File: config.mk
export PLATFORM = sky130hd
export DESIGN_NAME = look_at_pitch_yaw
export DESIGN_NICKNAME = d
export VERILOG_FILES = /design/src/rtl/core/lapy_pkg.sv /design/src/rtl/core/look_at_pitch_yaw.sv /design/src/rtl/core/lapy_cordic.sv
export SDC_FILE = /design/constraint.sdc
export NUM_CORES = 2
export LEC_CHECK = 0
export BUFFER_PORTS_ARGS = -buffer_cell sky130_fd_sc_hd__buf_2
export CORE_ASPECT_RATIO = 0.8
export CORE_MARGIN = 3
export CORE_UTILIZATION = 50
export CTS_BUF_LIST = sky130_fd_sc_hd__clkbuf_4
export DETAILED_ROUTE_END_ITERATION = 12
export PLACE_DENSITY_LB_ADDON = 0.3
export SLEW_MARGIN = 20
export SYNTH_ARGS = -nofsm -noshare
export SYNTH_HDL_FRONTEND = slang
export SYNTH_HIERARCHICAL = 1
export SYNTH_SLANG_ARGS = --single-unit
export TNS_END_PERCENT = 100
File: constraint.sdc
create_clock -name clk -period 10.1 [get_ports clk]
set_clock_uncertainty 0.15 [all_clocks]
set_input_delay 3.03 -clock clk [delete_from_list [all_inputs] [get_ports clk]]
set_output_delay 3.03 -clock clk [all_outputs]
set_load 0.02 [all_outputs]
File: src/rtl/core/lapy_pkg.sv
`default_nettype none

package lapy_pkg;

  // Field widths fixed by the interface
  localparam int FIELD_W = 32;
  localparam int PITCH_W = 14;
  localparam int YAW_W   = 16;
  localparam int HOLD_W  = 16;

  // CORDIC datapath: magnitudes are scaled to Q.58, x/y stay below 2^61
  localparam int MW        = 59;
  localparam int DW        = 62;
  localparam int ZW        = 32;
  localparam int ANG_W     = 13;
  localparam int MAG_TOP   = 58;
  localparam int TABLE_LEN = 24;
  localparam int TIDX_W    = 5;

  // 1/K in Q0.30, applied to the horizontal length in two halves
  localparam int GAIN_FRAC = 30;
  localparam int MUL_AW    = DW - GAIN_FRAC;
  localparam logic [GAIN_FRAC-1:0] INV_GAIN = 30'd652032874;

  // Angles in Q4.12
  localparam logic [ANG_W-1:0]        HALF_PI = 13'd6434;
  localparam logic signed [YAW_W-1:0] YAW_PI  = 16'sd12868;

  typedef struct packed {
    logic signed [FIELD_W-1:0] origin_x;
    logic signed [FIELD_W-1:0] origin_y;
    logic signed [FIELD_W-1:0] origin_z;
    logic signed [FIELD_W-1:0] target_x;
    logic signed [FIELD_W-1:0] target_y;
    logic signed [FIELD_W-1:0] target_z;
  } item_t;

  typedef struct packed {
    logic signed [PITCH_W-1:0] pitch_angle;
    logic signed [YAW_W-1:0]   yaw_angle;
    logic                      updated;
  } result_t;

  // Request into the CORDIC unit
  typedef struct packed {
    logic                 start;
    logic signed [DW-1:0] x0;
    logic signed [DW-1:0] y0;
  } cord_req_t;

  // Status back from the CORDIC unit
  typedef struct packed {
    logic             done;
    logic [ANG_W-1:0] angle;
    logic [DW-1:0]    len;
  } cord_res_t;

  typedef enum logic [3:0] {
    ST_IDLE,
    ST_PREP,
    ST_HORIZ,
    ST_HWAIT,
    ST_MUL_HI,
    ST_MUL_LO,
    ST_MUL_SUM,
    ST_PSTART,
    ST_PWAIT,
    ST_DONE
  } state_t;

  // atan(2^-i) in Q2.28
  function automatic logic signed [ZW-1:0] atan_q28(input logic [TIDX_W-1:0] idx);
    logic signed [ZW-1:0] v;
    case (idx)
      5'd0:    v = 32'sd210828714;
      5'd1:    v = 32'sd124459457;
      5'd2:    v = 32'sd65760959;
      5'd3:    v = 32'sd33381290;
      5'd4:    v = 32'sd16755422;
      5'd5:    v = 32'sd8385879;
      5'd6:    v = 32'sd4193963;
      5'd7:    v = 32'sd2097109;
      5'd8:    v = 32'sd1048571;
      5'd9:    v = 32'sd524287;
      5'd10:   v = 32'sd262144;
      5'd11:   v = 32'sd131072;
      5'd12:   v = 32'sd65536;
      5'd13:   v = 32'sd32768;
      5'd14:   v = 32'sd16384;
      5'd15:   v = 32'sd8192;
      5'd16:   v = 32'sd4096;
      5'd17:   v = 32'sd2048;
      5'd18:   v = 32'sd1024;
      5'd19:   v = 32'sd512;
      5'd20:   v = 32'sd256;
      5'd21:   v = 32'sd128;
      5'd22:   v = 32'sd64;
      5'd23:   v = 32'sd32;
      default: v = '0;
    endcase
    return v;
  endfunction

endpackage

`default_nettype wire

File: src/rtl/core/look_at_pitch_yaw.sv
// Look-at orientation: turns an object position and a look-at point into
// pitch and yaw angles (radians, pitch in Q2.12 and yaw in Q4.12) and holds them as the current rotation.
//
// Channels: item/item_valid/item_ready carries one position and target beat
// (six signed Q16.16 coordinates); result/result_valid/result_ready returns
// one beat per item with pitch_angle, yaw_angle and updated.
//
// Sequence: when x and z of the offset are both nonzero the horizontal
// CORDIC pass runs, then, if y is nonzero, the 1/K multiply, then the pitch
// pass; each pass is skipped when not needed, and both when target equals
// position. One item is in work at a time: the single shared CORDIC unit,
// run once for the horizontal plane and once for pitch, does not take a new
// item until the last one is finished. item_ready is high only while the
// sequencer is idle.
//
// The result sits in an output register, so a stalled receiver holds the
// finished beat while the next item is already taken and computed; the
// sequencer waits at its last step only if a second result would overwrite
// one not yet taken. Synchronous reset clears the held angles to zero and
// drops result_valid.

`default_nettype none

module look_at_pitch_yaw
  import lapy_pkg::*;
#(
  parameter int CORDIC_STEPS = 16,
  parameter int COORD_BITS   = 32
) (
  input  wire logic    clk,
  input  wire logic    rst,
  input  wire logic    item_valid,
  output logic         item_ready,
  input  wire item_t   item,
  output logic         result_valid,
  input  wire logic    result_ready,
  output result_t      result
);

  localparam int CB    = COORD_BITS;
  localparam int OW    = CB + 1;
  localparam int SCALE = MAG_TOP - CB;

  // Low CB bits of a field as a signed coordinate (zero fill above 32)
  function automatic logic signed [CB-1:0] coord_in(input logic [FIELD_W-1:0] f);
    logic [CB+FIELD_W-1:0] wide;
    wide = {{CB{1'b0}}, f};
    return $signed(wide[CB-1:0]);
  endfunction

  function automatic logic signed [OW-1:0] offset(input logic [FIELD_W-1:0] a,
                                                  input logic [FIELD_W-1:0] b);
    logic signed [CB-1:0] ca, cb;
    ca = coord_in(a);
    cb = coord_in(b);
    return {ca[CB-1], ca} - {cb[CB-1], cb};
  endfunction

  function automatic logic [MW-1:0] mag_scaled(input logic signed [OW-1:0] d);
    logic [OW-1:0] m;
    m = d[OW-1] ? -d : d;
    return MW'(m) << SCALE;
  endfunction

  state_t state, state_next;

  logic signed [OW-1:0]     dx, dy, dz;
  logic [MW-1:0]            ax, ay, az;
  logic [DW-1:0]            hk, h, mul_p;
  logic [ANG_W-1:0]         pmag, ymag;
  logic signed [HOLD_W-1:0] held_pitch, held_yaw;

  logic                     dxnz, dynz, dznz, zero, both, pitch_run, out_load;
  logic [MUL_AW-1:0]        mul_a;
  logic [DW-1:0]            prod;
  cord_req_t                creq;
  cord_res_t                cres;
  logic signed [YAW_W-1:0]  yaw_a, yaw_val;
  logic signed [PITCH_W-1:0] pitch_val;

  // Offset flags
  assign dxnz = |dx;
  assign dynz = |dy;
  assign dznz = |dz;
  assign zero = !dxnz && !dynz && !dznz;
  assign both = dxnz && dznz;

  // Pitch pass runs unless dy is zero or the horizontal length is zero
  assign pitch_run = dynz && (dxnz || dznz) && !(both && (h == '0));
  assign out_load  = (state == ST_DONE) && (!result_valid || result_ready);

  lapy_cordic #(
    .STEPS(CORDIC_STEPS)
  ) u_cordic (
    .clk (clk),
    .rst (rst),
    .req (creq),
    .res (cres)
  );

  // Shared 1/K multiplier, high half then low half of the length
  assign mul_a = (state == ST_MUL_HI) ? hk[DW-1:GAIN_FRAC] : MUL_AW'(hk[GAIN_FRAC-1:0]);
  assign prod  = DW'(mul_a) * DW'(INV_GAIN);

  // Next state
  always_comb begin
    state_next = state;
    case (state)
      ST_IDLE:    if (item_valid) state_next = ST_PREP;
      ST_PREP: begin
        if (zero) state_next = ST_DONE;
        else if (both) state_next = ST_HORIZ;
        else state_next = ST_PSTART;
      end
      ST_HORIZ:   state_next = ST_HWAIT;
      ST_HWAIT:   if (cres.done) state_next = dynz ? ST_MUL_HI : ST_DONE;
      ST_MUL_HI:  state_next = ST_MUL_LO;
      ST_MUL_LO:  state_next = ST_MUL_SUM;
      ST_MUL_SUM: state_next = ST_PSTART;
      ST_PSTART:  state_next = pitch_run ? ST_PWAIT : ST_DONE;
      ST_PWAIT:   if (cres.done) state_next = ST_DONE;
      ST_DONE:    if (out_load) state_next = ST_IDLE;
      default:    state_next = ST_IDLE;
    endcase
  end

  // Sequencer outputs
  always_comb begin
    item_ready = 1'b0;
    creq.start = 1'b0;
    creq.x0    = DW'(az);
    creq.y0    = DW'(ax);
    case (state)
      ST_IDLE:   item_ready = 1'b1;
      ST_HORIZ:  creq.start = 1'b1;
      ST_PSTART: begin
        creq.start = pitch_run;
        creq.x0    = both ? h : DW'(ax) + DW'(az);
        creq.y0    = DW'(ay);
      end
      default: ;
    endcase
  end

  // Final angles with signs and the pi offset
  always_comb begin
    if (!dxnz) yaw_a = '0;
    else if (!dznz) yaw_a = YAW_W'(HALF_PI);
    else yaw_a = YAW_W'(ymag);
    if (dxnz && ((dznz && (dx[OW-1] != dz[OW-1])) || (!dznz && dx[OW-1]))) begin
      yaw_val = -yaw_a;
    end else begin
      yaw_val = yaw_a;
    end
    if (dznz && !dz[OW-1]) yaw_val = yaw_val + YAW_PI;
    pitch_val = dy[OW-1] ? -PITCH_W'(pmag) : PITCH_W'(pmag);
  end

  // Control registers
  always_ff @(posedge clk) begin
    if (rst) begin
      state        <= ST_IDLE;
      result_valid <= 1'b0;
      held_pitch   <= '0;
      held_yaw     <= '0;
    end else begin
      state <= state_next;
      if (out_load) begin
        result_valid <= 1'b1;
        if (!zero) begin
          held_pitch <= HOLD_W'(pitch_val);
          held_yaw   <= yaw_val;
        end
      end else if (result_ready) begin
        result_valid <= 1'b0;
      end
    end
  end

  // Datapath registers
  always_ff @(posedge clk) begin
    case (state)
      ST_IDLE: begin
        if (item_valid) begin
          dx <= offset(item.origin_x, item.target_x);
          dy <= offset(item.origin_y, item.target_y);
          dz <= offset(item.origin_z, item.target_z);
        end
      end
      ST_PREP: begin
        ax   <= mag_scaled(dx);
        ay   <= mag_scaled(dy);
        az   <= mag_scaled(dz);
        pmag <= '0;
        ymag <= '0;
      end
      ST_HWAIT: begin
        if (cres.done) begin
          ymag <= cres.angle;
          hk   <= cres.len;
        end
      end
      ST_MUL_HI:  mul_p <= prod;
      ST_MUL_LO: begin
        h     <= mul_p;
        mul_p <= prod;
      end
      ST_MUL_SUM: h <= h + (mul_p >> GAIN_FRAC);
      ST_PSTART:  if (!pitch_run) pmag <= dynz ? HALF_PI : '0;
      ST_PWAIT:   if (cres.done) pmag <= cres.angle;
      default: ;
    endcase
    if (out_load) begin
      if (zero) begin
        result.pitch_angle <= held_pitch[PITCH_W-1:0];
        result.yaw_angle   <= held_yaw;
        result.updated     <= 1'b0;
      end else begin
        result.pitch_angle <= pitch_val;
        result.yaw_angle   <= yaw_val;
        result.updated     <= 1'b1;
      end
    end
  end

`ifndef SYNTHESIS
  a_accept_starts: assert property (@(posedge clk) disable iff (rst)
    (item_valid && item_ready) |=> (state == ST_PREP))
    else $error("accepted beat did not start the sequencer");

  a_cordic_done_expected: assert property (@(posedge clk) disable iff (rst)
    cres.done |-> (state == ST_HWAIT || state == ST_PWAIT))
    else $error("CORDIC finished outside a wait step");

  a_held_matches_result: assert property (@(posedge clk) disable iff (rst)
    (out_load && !zero) |=> (held_pitch[PITCH_W-1:0] == result.pitch_angle &&
                             held_yaw == result.yaw_angle && result.updated))
    else $error("held rotation differs from the delivered beat");
`endif

endmodule

`default_nettype wire

File: src/rtl/core/lapy_cordic.sv
`default_nettype none

module lapy_cordic
  import lapy_pkg::*;
#(
  parameter int STEPS = 16
) (
  input  wire logic      clk,
  input  wire logic      rst,
  input  wire cord_req_t req,
  output cord_res_t      res
);

  localparam int IW = $clog2(STEPS);
  localparam logic [IW-1:0] LAST = IW'(STEPS - 1);

  logic                 busy;
  logic                 done;
  logic [IW-1:0]        i;
  logic signed [DW-1:0] x;
  logic signed [DW-1:0] y;
  logic signed [ZW-1:0] z;

  logic signed [DW-1:0] xs, ys, x_next, y_next;
  logic signed [ZW-1:0] z_next, at, zr;

  // One micro-rotation per cycle, driving y toward zero
  always_comb begin
    xs = x >>> i;
    ys = y >>> i;
    at = atan_q28(TIDX_W'(i));
    if (!y[DW-1]) begin
      x_next = x + ys;
      y_next = y - xs;
      z_next = z + at;
    end else begin
      x_next = x - ys;
      y_next = y + xs;
      z_next = z - at;
    end
  end

  // Control
  always_ff @(posedge clk) begin
    if (rst) begin
      busy <= 1'b0;
      done <= 1'b0;
      i    <= '0;
    end else begin
      done <= 1'b0;
      if (req.start) begin
        busy <= 1'b1;
        i    <= '0;
      end else if (busy) begin
        i <= i + 1'b1;
        if (i == LAST) begin
          busy <= 1'b0;
          done <= 1'b1;
        end
      end
    end
  end

  // Vector registers
  always_ff @(posedge clk) begin
    if (req.start) begin
      x <= req.x0;
      y <= req.y0;
      z <= '0;
    end else if (busy) begin
      x <= x_next;
      y <= y_next;
      z <= z_next;
    end
  end

  // Round Q2.28 to Q4.12 half up, clamp to 0..pi/2
  always_comb begin
    zr = (z + 32'sd32768) >>> 16;
    res.done = done;
    res.len  = x[DW-1] ? '0 : x;
    if (zr[ZW-1]) begin
      res.angle = '0;
    end else if (zr > $signed(ZW'(HALF_PI))) begin
      res.angle = HALF_PI;
    end else begin
      res.angle = zr[ANG_W-1:0];
    end
  end

endmodule

`default_nettype wire
### Yosys cells after proc, flatten, opt, wreduce, memory -nomap -nowiden

Memories as Yosys holds them, arrays and structs flattened. A register that Yosys moved wholly into a read port is not among the register bits.
Cells that the tools add are included.

| storage, ports and cells | value |
|---|---|
| register bits | 637 |
| ROM bits | 448 |
| bits of input ports | 196 |
| output and inout port bits | 33 |
| word-level logic and storage cells | 155 |
| memories kept | 1 |

Memories:

| memory | words | bits a word | read ports | clocked after Yosys merged registers in | write ports | line | text |
|---|---|---|---|---|---|---|---|
| (no name shown) | 16 | 28 | 1 | 1 | 0 | lapy_pkg.sv:74 | `case (idx)` |

| cells by class | value |
|---|---|
| add/sub/neg operators | 19 |
| multipliers | 1 |
| $lt $le $gt $ge | 1 |
| equality and inequality tests | 16 |
| shift operators | 2 |
| mux-type cells | 46 |
| bitwise logic cells | 2 |
| reductions and logical operators | 39 |

Operators by type and width:

| cell | count |
|---|---|
| 62-bit two-way mux | 7 |
| 32-bit two-way mux | 5 |
| 62-bit adder | 2 |
| 124-bit two-way mux | 1 |
| 62-bit one-hot mux with 2 select lines | 1 |
| 62-bit by 4-bit >>> shifter with 62-bit output | 2 |
| 62-bit subtractor | 2 |
| 33-bit negator | 3 |
| 33-bit OR reduction | 3 |
| 32-bit by 32-bit subtractor with 33-bit output | 3 |
| 13-bit two-way mux | 7 |
| 62-bit by 32-bit adder with 62-bit output | 1 |
| 62-bit logical NOT | 1 |
| 32-bit by 29-bit multiplier with 61-bit output (second input constant) | 1 |
| 59-bit by 59-bit adder with 60-bit output | 1 |
| 4-bit one-hot mux with 10 select lines | 1 |
| 13-bit one-hot mux with 3 select lines | 1 |
| 32-bit by 17-bit adder with 32-bit output (second input constant) | 1 |
| 32-bit adder | 1 |
| 16-bit two-way mux | 2 |
| 4-bit two-way mux | 8 |
| 32-bit subtractor | 1 |
| 31-bit two-way mux | 1 |
| 13-bit one-hot mux with 2 select lines | 1 |
| 28 further kinds | 69 |

### Longest topological paths before layout

| logic depth | value |
|---|---|
| word-level depth | 9 |
| gate-level depth with buffers | 34 |
| gate-level depth less buffers | 30 |

### By module

Netlist, hierarchy kept.

By module, submodules not included:

| module | times used | cells an instance | area each (um^2) | sequential area each (um^2) |
|---|---|---|---|---|
| look_at_pitch_yaw | 1 | 4827 | 47704.5 | 13913.3 |
| lapy_cordic | 1 | 3232 | 27077.2 | 5024.8 |

### Worst setup path before layout

OpenSTA, ideal clock, no wires.

| timing path | value |
|---|---|
| path kind | register to register |
| from | register state[2] |
| to | register mul_p[58], data pin |
| setup time | 0.260 ns |
| arrival time | 9.342 ns |
| required time | 9.690 ns |
| path slack | 0.348 ns |
| stages on the path, launching flop included | 31 |
| path buffers | 4 |
| clock period less this slack | 9.752 ns |
| path through | dfxtp_1 clkbuf_1 nand2b_1 nor3_1 clkbuf_1 clkbuf_1 mux2i_1 inv_1 ha_1 fa_1 inv_1 fa_1 fa_1 inv_1 fa_1 fa_1 fa_1 inv_1 fa_1 inv_1 ha_1 clkbuf_1 nand2_1 or4_1 o21ai_2 a41oi_2 o41ai_2 a31oi_1 o21ai_0 o211ai_1 xnor2_1 |

| between the ends | value |
|---|---|
| longest elaborated chain between the ends | 3 |

RTL lines:

| item | line | text |
|---|---|---|
| start: declaration | look_at_pitch_yaw.sv:65 | `state_t state, state_next;` |
| start signal: assignment | look_at_pitch_yaw.sv:167 | `state <= state_next;` |
| 4-bit by 3-bit == test with 1-bit output | look_at_pitch_yaw.sv:102 | `assign mul_a = (state == ST_MUL_HI) ? hk[DW-1:GAIN_FRAC] : MUL_AW'(hk[GAIN_FRAC-1:0]);` |
| 32-bit two-way mux | look_at_pitch_yaw.sv:102 |  |
| 32-bit by 29-bit multiplier with 61-bit output | look_at_pitch_yaw.sv:103 | `assign prod = DW'(mul_a) * DW'(INV_GAIN);` |
| named net prod[58] | look_at_pitch_yaw.sv:75 | `logic [DW-1:0] prod;` |
| end signal: assignment | look_at_pitch_yaw.sv:203 | `ST_MUL_HI: mul_p <= prod;` |
| end signal: assignment | look_at_pitch_yaw.sv:206 | `mul_p <= prod;` |
| end: declaration | look_at_pitch_yaw.sv:69 | `logic [DW-1:0] hk, h, mul_p;` |

The timed path passes the listed nets, and every way through them passes these cells.
A chain may end at the register's enable or synchronous reset.

### Worst setup path after layout

| timing path | value |
|---|---|
| from | register state[0] |
| to | register mul_p[59], data pin |

Same word-level chain as after synthesis.

==> results.md <==
- Commonest cells in the netlist: inv_1, nand2_1, ha_1
- Critical Path Source: state[0]
- Compound-gate portion of the synthesized area: 16.00%
- HP Class: reg -> reg
- Dominant cell by count in the synthesized netlist: inv_1
- Clock Latency Late Sink: 1.11 ns
- H-tree Lvls: 4
- Synth Area in Adders: 24.10%
- Starting Density: 50.52%
- Max Slew Vio Count: 0
- Synthesis Warnings: 6
- Global placer's final weighted congestion: 1.033
- Area leader, netlist: edfxtp_1
- Cts bufs inserted: 170
- Largest family of logic cells by synthesized area: adder cells
- Pre-Repair DR Iteration Count: 7
- Die ar.: 154300 µm²
- Detailed placement HPWL: 194.7 mm
- Arr. time, crit path: 10.41 ns
- Die Ht: 351.9 µm
- Worst-path fanout max: 34
- Slowest CP cell: fa_1
- Die Wd: 438.4 µm
- Grt total ovfl: 0
- Mapped cell area: 74780 µm²
- Final WL: 240.5 mm
- I/O pins: 229
- Cell variety after synth: 122
- Layout cells sized above 1: 11.13%
- Final Hold Fails: 0
- Global router's overall resource usage: 30.57%
- PortBufs: 228
- Synth Area in XOR/XNOR: 7.236%
- Outcome: finished, final reports clean
- Primary FF master, synth: edfxtp_1
- HP Start: held_pitch[0]
- Syn_area_per_cell: 9.279 µm²
- Root Driver: clkbuf_4
- First DRT Iteration DRCs: 7101
- Register area share after synthesis: 25.32%
- Startpoint types: flip-flop
- Max Freq: 0.1027 GHz
- Post-DP Area: 77920 µm²
- CP required: 10.77 ns
- Multiplexer area fraction after synthesis: 7.322%
- CP dominant cell by count: fa_1
- CTS tree: done
- Cell Count Post-Placement: 10.08k
- Crit Path Class: reg -> reg
- RR Startpoint: state[0]
- Final cycle utilization of the critical path: 96.40%
- Ys async rst share: 0%
- Via-to-Cell Ratio: 5.999
- Slew margin rel.: 14.73%
- Area grow syn2layout: 7.355%
- Mapped Cells: 8059
- Core Area: 148000 µm²
- Synth area leaders: edfxtp_1, fa_1, ha_1
- Fin area: 80280 µm²
- Initial antenna violation count: 16
- Unrepaired setup endpoints after global routing: no
- MaxCap Viol Count: 0
- NumNets Final: 9639
- Detailed-route DRC error count: 0
- Routed WL per cell: 23.11 µm
- Setup TNS: 0 ns
- Hold Slack: 0.3104 ns
- Std-Cell Rows: 126
- Setup Viol. Count Final: 0
- Via count: 62.44k
- Post-route minimum period: 9.736 ns
- Number of synthesized flops with an enable pin: 564
- Share of the synthesized area in the top cell type: 22.65%
- Clock Sinks: 664
- Max incr delay on CP: 0.58 ns
- Crit path capture: mul_p[59]
- Antenna viol nets, final: 0
- Non-Filler Instances: 10.41k
- Hold_buf cts: 0
- Vias in the first global route: 59.35k
- Global-route wire length before repair: 362.9 mm
- Clock-pin slew on the worst setup and hold paths: 0.07 ns
- Largest net degree at the start of global routing: 91
- Max Buffers Root-to-Sink: 3
- Capturing point of the worst reg2reg path: mul_p[59]
- Worst Reg-to-Reg Cells: 28
- Simple-gate share of the synthesized area: 13.34%
- Endpoint type of the worst setup path: flip-flop
- Worst slew pin tran: 1.267 ns
- Post-synthesis register bit count: 664
- FF-to-FF setup slack: 0.36 ns
[layout make-up]
type,count,area (µm²)
sequential,664,18950
clock buffer,240,1802
antenna,8,20.02
clock inverter,70,431.7
inverter,964,3630
timing repair buffer,325,1914
tap,1984,2482
fill,13445,67750
multi-input combinational,6154,51050
[worst min path at each step]
| stage | end | slack, ns | depth (start not counted) |
|---|---|---|---|
| floorplan | ax[26] | 0.28 | 0 |
| global placement | held_yaw[0] | 0.29 | 2 |
| detailed placement | held_pitch[0] | 0.30 | 2 |
| CTS | held_pitch[0] | 0.31 | 2 |
| global route | held_pitch[0] | 0.32 | 2 |
| finish | held_pitch[0] | 0.31 | 2 |
[flip-flops by register name, indices dropped and copies added (netlist names), 4 cells and up]
| name | cells |
|---|---|
| h | 62 |
| hk | 62 |
| u_cordic/x | 62 |
| u_cordic/y | 62 |
| mul_p | 61 |
| ax | 33 |
| ay | 33 |
| az | 33 |
| dx | 33 |
| dy | 33 |
| dz | 33 |
| u_cordic/z | 32 |
| result | 31 |
| u_cordic/at | 27 |
| held_yaw | 16 |
| held_pitch | 14 |
| pmag | 13 |
| ymag | 13 |
| state | 4 |
| u_cordic/i | 4 |
[worst max-delay path, delay by kind of cell (launching register included)]
family          cells  cell delay [ns]
simple gates        4             0.94
flops               1             0.31
compound gates      7             2.15
buf+inv             6             0.86
xor+xnor            1             0.09
mux                 1             0.52
fa+ha+maj           9             4.40
[stage by stage]
stage	utilization (%)	setup WS (ns)
6_report	54.23	0.3637
5_1_grt	54.23	0.02333
4_1_cts	54.15	0.1906
3_5_place_dp	52.64	0.2939
3_3_place_gp	52.64	0.3103
2_1_floorplan	-	0.3483
[what timing repair did]
item | 4_1_cts | 5_1_grt
resized for setup | 0 | 4
setup buffers | 0 | 7
setup endpoints to repair | 0 | 5
[routing by layer]
metal  vias up  routed length [µm]  track usage (%)
met5         -                  24                0
met4         4                3902            6.125
met3       226               31980            11.04
met2      3095               93880            40.62
met1     30252              110800            46.99
li1      28865                   -                -
[layout by cell type, fill, tap and decap left out, types with 28 or more instances in the layout]
cell and count:
a211oi_1 66, a21boi_0 28, a21o_1 250, a21oi_1 520, a31oi_1 73, and2_1 48, and3_1 118, buf_2 228
buf_4 94, clkbuf_4 240, clkinv_1 39, conb_1 30, dfxtp_1 95, edfxtp_1 564, fa_1 461, ha_1 703
inv_1 956, mux2_2 91, mux2i_1 158, mux4_2 126, nand2_1 750, nand2b_1 75, nand3_1 122, nand4_1 52
nor2_1 474, nor2b_1 134, nor3_1 94, nor4_1 43, o211ai_1 30, o21a_1 63, o21ai_0 490, o21bai_1 46
o31ai_1 62, or3_1 37, xnor2_1 400, xor2_1 216
[cells by family after synthesis]
logic type               count (synthesis)
AND/OR/NAND/NOR                       2083
AO/OA/AOI/OAI                         1882
buffers and inverters                 1269
adder cells (fa/ha/maj)               1164
flip-flops                             664
XOR/XNOR                               617
multiplexers                           378
other                                    2
Power is not shown: default switching activity piles up to over one toggle a cycle in this logic, so the estimate is an artifact.
